===== src/rtl/core/htc_pkg.sv =====
// htc_pkg: shared types and constants of the request target checker.
// Used by every module under rtl/core; depends on nothing.
`default_nettype none

package htc_pkg;

	localparam int QDEPTH = 4;
	localparam int QPTR_W = $clog2(QDEPTH);
	localparam int QCNT_W = $clog2(QDEPTH + 1);

	localparam logic [1:0] FORM_PATH      = 2'd0;
	localparam logic [1:0] FORM_ABSOLUTE  = 2'd1;
	localparam logic [1:0] FORM_AUTHORITY = 2'd2;

	typedef struct packed {
		logic [7:0] url_byte;
		logic       no_byte;
		logic       connect_mode;
		logic       last;
	} in_item_t;

	typedef struct packed {
		logic       url_ok;
		logic [1:0] url_form;
	} out_item_t;

	// byte classes, computed once in the front
	typedef struct packed {
		logic slash;
		logic star;
		logic colon;
		logic qmark;
		logic at;
		logic alpha;
		logic scheme_tail;
		logic pq;
		logic host;
	} cls_t;

	typedef struct packed {
		cls_t cls;
		logic no_byte;
		logic connect_mode;
		logic last;
	} entry_t;

endpackage

`default_nettype wire


===== src/rtl/core/htc_back.sv =====
// htc_back: target phase machine and result register.
// Depends on htc_pkg; consumes entries from htc_queue.
`default_nettype none

module htc_back
	import htc_pkg::*;
(
	input  wire         clk,
	input  wire         arst_n,
	input  wire         q_valid,
	input  wire entry_t q_entry,
	output logic        q_pop,
	input  wire         pop,
	output logic        empty,
	output out_item_t   result
);

	typedef enum logic [2:0] {
		PH_START,
		PH_PATHQ,
		PH_SCHEME,
		PH_COLON,
		PH_SLASH,
		PH_HOST
	} phase_t;

	phase_t     phase_q, phase_n, h_phase;
	logic       prev_at_q, prev_n, h_prev;
	logic [1:0] form_q, form_n;
	logic       failed_q, fail_n, h_fail;
	logic       ok_n;
	logic       res_valid_q;
	out_item_t  res_q;
	cls_t       c;

	assign c      = q_entry.cls;
	assign empty  = !res_valid_q;
	assign result = res_q;
	assign q_pop  = q_valid && (!q_entry.last || !res_valid_q || pop);

	// host byte handling
	always_comb begin
		h_phase = PH_HOST;
		h_prev  = prev_at_q;
		h_fail  = 1'b0;
		if (c.slash || c.qmark) begin
			h_phase = PH_PATHQ;
			h_prev  = 1'b0;
		end else if (!c.host || (c.at && prev_at_q)) begin
			h_fail = 1'b1;
		end else begin
			h_prev = c.at;
		end
	end

	always_comb begin
		phase_n = phase_q;
		prev_n  = prev_at_q;
		form_n  = form_q;
		fail_n  = failed_q;
		if (!q_entry.no_byte && !failed_q) begin
			unique case (phase_q)
				PH_START: begin
					if (c.slash || c.star) begin
						form_n  = FORM_PATH;
						phase_n = PH_PATHQ;
					end else if (q_entry.connect_mode) begin
						form_n  = FORM_AUTHORITY;
						phase_n = h_phase;
						prev_n  = h_prev;
						fail_n  = h_fail;
					end else begin
						form_n  = FORM_ABSOLUTE;
						phase_n = PH_SCHEME;
						fail_n  = !c.alpha;
					end
				end
				PH_PATHQ: begin
					fail_n = !c.pq;
				end
				PH_SCHEME: begin
					if (c.colon) begin
						phase_n = PH_COLON;
					end else begin
						fail_n = !c.scheme_tail;
					end
				end
				PH_COLON: begin
					if (c.slash) begin
						phase_n = PH_SLASH;
					end else begin
						fail_n = 1'b1;
					end
				end
				PH_SLASH: begin
					if (c.slash) begin
						phase_n = PH_HOST;
						prev_n  = 1'b0;
					end else begin
						fail_n = 1'b1;
					end
				end
				PH_HOST: begin
					phase_n = h_phase;
					prev_n  = h_prev;
					fail_n  = h_fail;
				end
				default: begin
					fail_n = 1'b1;
				end
			endcase
		end
		ok_n = !fail_n && (phase_n == PH_PATHQ || phase_n == PH_HOST);
	end

	always_ff @(posedge clk or negedge arst_n) begin
		if (!arst_n) begin
			phase_q     <= PH_START;
			prev_at_q   <= 1'b0;
			form_q      <= FORM_PATH;
			failed_q    <= 1'b0;
			res_valid_q <= 1'b0;
			res_q       <= '0;
		end else begin
			if (q_pop && q_entry.last) begin
				res_valid_q     <= 1'b1;
				res_q.url_ok    <= ok_n;
				res_q.url_form  <= form_n;
				phase_q         <= PH_START;
				prev_at_q       <= 1'b0;
				form_q          <= FORM_PATH;
				failed_q        <= 1'b0;
			end else begin
				if (pop) begin
					res_valid_q <= 1'b0;
				end
				if (q_pop) begin
					phase_q   <= phase_n;
					prev_at_q <= prev_n;
					form_q    <= form_n;
					failed_q  <= fail_n;
				end
			end
		end
	end

endmodule

`default_nettype wire


===== config.mk =====
export PLATFORM = sky130hd
export DESIGN_NAME = htc_back
export DESIGN_NICKNAME = d
export VERILOG_FILES = /design/src/rtl/core/htc_pkg.sv /design/src/rtl/core/htc_back.sv
export SDC_FILE = /design/constraint.sdc
export NUM_CORES = 1
export LEC_CHECK = 0
export BUFFER_PORTS_ARGS = -buffer_cell sky130_fd_sc_hd__buf_2
export CAP_MARGIN = 20
export CELL_PAD_IN_SITES_DETAIL_PLACEMENT = 0
export CELL_PAD_IN_SITES_GLOBAL_PLACEMENT = 2
export CORE_MARGIN = 3
export CORE_UTILIZATION = 30
export CTS_CLUSTER_DIAMETER = 30
export DETAILED_ROUTE_END_ITERATION = 12
export PLACE_DENSITY = 0.85
export SLEW_MARGIN = 40
export SYNTH_ARGS = -nofsm -noshare
export SYNTH_HDL_FRONTEND = slang
export SYNTH_SLANG_ARGS = --single-unit

===== constraint.sdc =====
create_clock -name clk -period 3.7 [get_ports clk]
set_input_delay 0.185 -clock clk [delete_from_list [all_inputs] [get_ports clk]]
set_output_delay 0.185 -clock clk [all_outputs]
set_load 0.02 [all_outputs]

==> flow_summary.toml <==
[run_status]
status = "complete, no violations"

[place]
dpl.cell_count = 148
placed_area_um2 = 913
detailed_place_hpwl_mm = 1.57
port_buffers = 20
gp_congestion = 0.755

[clocking]
cts_hold_buf = 1
post_cts_buffers = 0
insertion_delay_ns = 0.27
cts_tree = "yes"
cts_buffers = 3
cts_resized = 0
cts_sinks = 11
root_buffer = "clkbuf_4"
cts_htree_levels = 1
max-clock-path-buffers = 2
cts.reportedPaths.clkPinSlew_ns = 0.07

[global_routing]
grt_pass1_vias = 777
grt_usage_pct = 14.1
grt_overflow = 0
grt_pass1_wl_mm = 3.66
grt_max_degree = 18
antenna_found_initial = 0

[yosys]
synthTopCellsByArea = "dfrtp_1, nand2_1, a21oi_1"
syn_inst = 103
synth_area_um2 = 802
avgSynthCellArea_um2 = 7.79
synth_ff_type = "dfrtp_1"
synth_nets = 119
async_flop_share_pct = 100
ys_ff_latch = 11
yosys.area.top_type = "dfrtp_1"
ys_types = 34
synth_top_area_share_pct = 34.3
synth_enable_flop_cells = 0
ys_warn_count = 0
ys_seq_area_share_pct = 34.3

[power]
power.total_uw = 458
max-vdd-ir-drop_uv = 270
p_leak_uw = 0.000436
pwr_density_cell_nw_per_um2 = 482

[floorplan]
start_util_pct = 32.1
fp.dieArea_um2 = 3330
ioPinCount = 21
die_y_um = 57.7
rows = 18
die_x_um = 57.7
coreArea_um2 = 2500

[worst_setup_path]
path_cells = "nand2b_4 > or4_4 > a2111oi_2 > mux2i_1 > a31oi_1"
cp.arrival_ns = 2.13
cp_slowest_stage_delay_ns = 0.57
reg2reg_to = "prev_at_q"
cp.required_ns = 3.86
critPathSlowestCell = "dfrtp_1"
reg2reg_depth = 5
reg2reg_from = "phase_q[0]"
crit_type = "reg -> reg"
end_kind = "flop"
cp_max_fo = 17
r2r_setup_slack_ns = 1.73
start_kind = "flop"

[timing]
tightestPinTransition_ns = 0.508
clock_skew_ns = 0.000712
grt_setup_unrepaired = "false"
fmax_mhz = 507
max-slew-margin-rel_pct = 65.9
period_minus_slack_ns = 1.97
fin_setup_tns_ns = 0
setup_viol = 0
slew_viol_final = 0
hold_viol = 0
post-route-period-util_pct = 53.3

[final_layout]
drive_gt1_share_pct = 22.0
mostFrequentLayoutCell = "buf_2"
stdcell_area_um2 = 951
final_cell_mix = "buf_2, nand2_1, dfrtp_1"
finalNonFillerCells = 153
areaGrowthSynthToFinish_pct = 18.6
fillers = 272
nNetsFinal = 140
diodes = 0

[run]
cap_violations = 0

[routing]
wl_per_cell_um = 13.6
routed-via-count = 819
drt_iter0_markers = 12
via_per_inst = 5.35
routed_wl_mm = 2.08
first_pass_iters = 4
drtAntennaViolNets = 0
drc_errors = 0

[worst_hold_path]
worstHoldStart = "q_entry[0]"
min_path_cells = 2
hold_end = "prev_at_q"
hp-class = "in -> reg"
-- how the worst max path moves through the flow --
stage / start / endpoint / slack [ns] / cells after the start
after floorplan: phase_q[0] / prev_at_q / 1.97 / 6
after detailed placement: phase_q[0] / prev_at_q / 1.73 / 5
after global placement: phase_q[0] / prev_at_q / 1.78 / 5
final: phase_q[0] / prev_at_q / 1.73 / 5
after global routing: phase_q[0] / prev_at_q / 1.58 / 5
after CTS: phase_q[0] / prev_at_q / 1.71 / 5
-- Yosys cell counts, types with 2 or more instances --
master,instances
o21ai_1,6
o21ai_0,8
clkbuf_1,4
nand2b_1,2
a22o_1,2
nor2_1,8
mux2i_1,3
nor2b_1,3
nand2_1,15
dfrtp_1,11
a31oi_1,3
inv_1,6
a21oi_1,8
nor3_1,3
nand3_1,2
-- sequential cells by signal (all words and copies together) (netlist names) --
signal,flops
failed_q,1
form_q,2
phase_q,3
prev_at_q,1
res_valid_q,1
result,3
-- layer usage --
layer	share of wire, %	routed length (µm)	global-route usage [%]	vias up
met4	0.48	10	2.98	0
met2	49	1020	22.7	17
met3	4.7	98	4.45	2
met5	0	0	0	-
met1	46	946	18.4	388
li1	-	-	-	412
-- cell type report --
type / instances / area (µm²) / share of cell area, %
clock inverters: 1 / 5.00 / 0.526
inverters: 6 / 22.5 / 2.37
repair buffers: 21 / 110 / 11.6
flip-flops and latches: 11 / 275 / 28.9
multi-input cells: 81 / 478 / 50.3
well taps: 30 / 37.5 / 3.95
clock buffers: 3 / 22.5 / 2.37
-- logic make-up after synthesis --
kind of cell	share of synthesized area, %
compound gates	31.4
buf+inv	6.08
flops	34.3
mux	3.74
simple gates	24.5
-- metrics by stage --
stage	hold WS, ns	setup WS, ns	util (%)
after floorplan	-0.111	1.97	-
after global placement	0.0693	1.78	36.5
after detailed placement	0.0763	1.73	36.5
after CTS	0.152	1.71	38.0
after global routing	0.164	1.58	38.0
final	0.157	1.73	38.0
-- critical path: cells and delay by family, from the launching register on --
family             cells  cell delay (ns)
AOI/OAI and AO/OA      2             0.42
and+or+nand+nor        2             0.65
DFF                    1             0.57
muxes                  1             0.22
-- power breakdown --
group	switching (µW)	internal (µW)	total [µW]	leakage (µW)
logic	104	79.0	183	0.000270
registers	48.0	143	191	0.000148
clock network	43.8	40.1	83.9	0.0000177
total	196	262	458	0.000436
(Power assumes the default switching activity.)
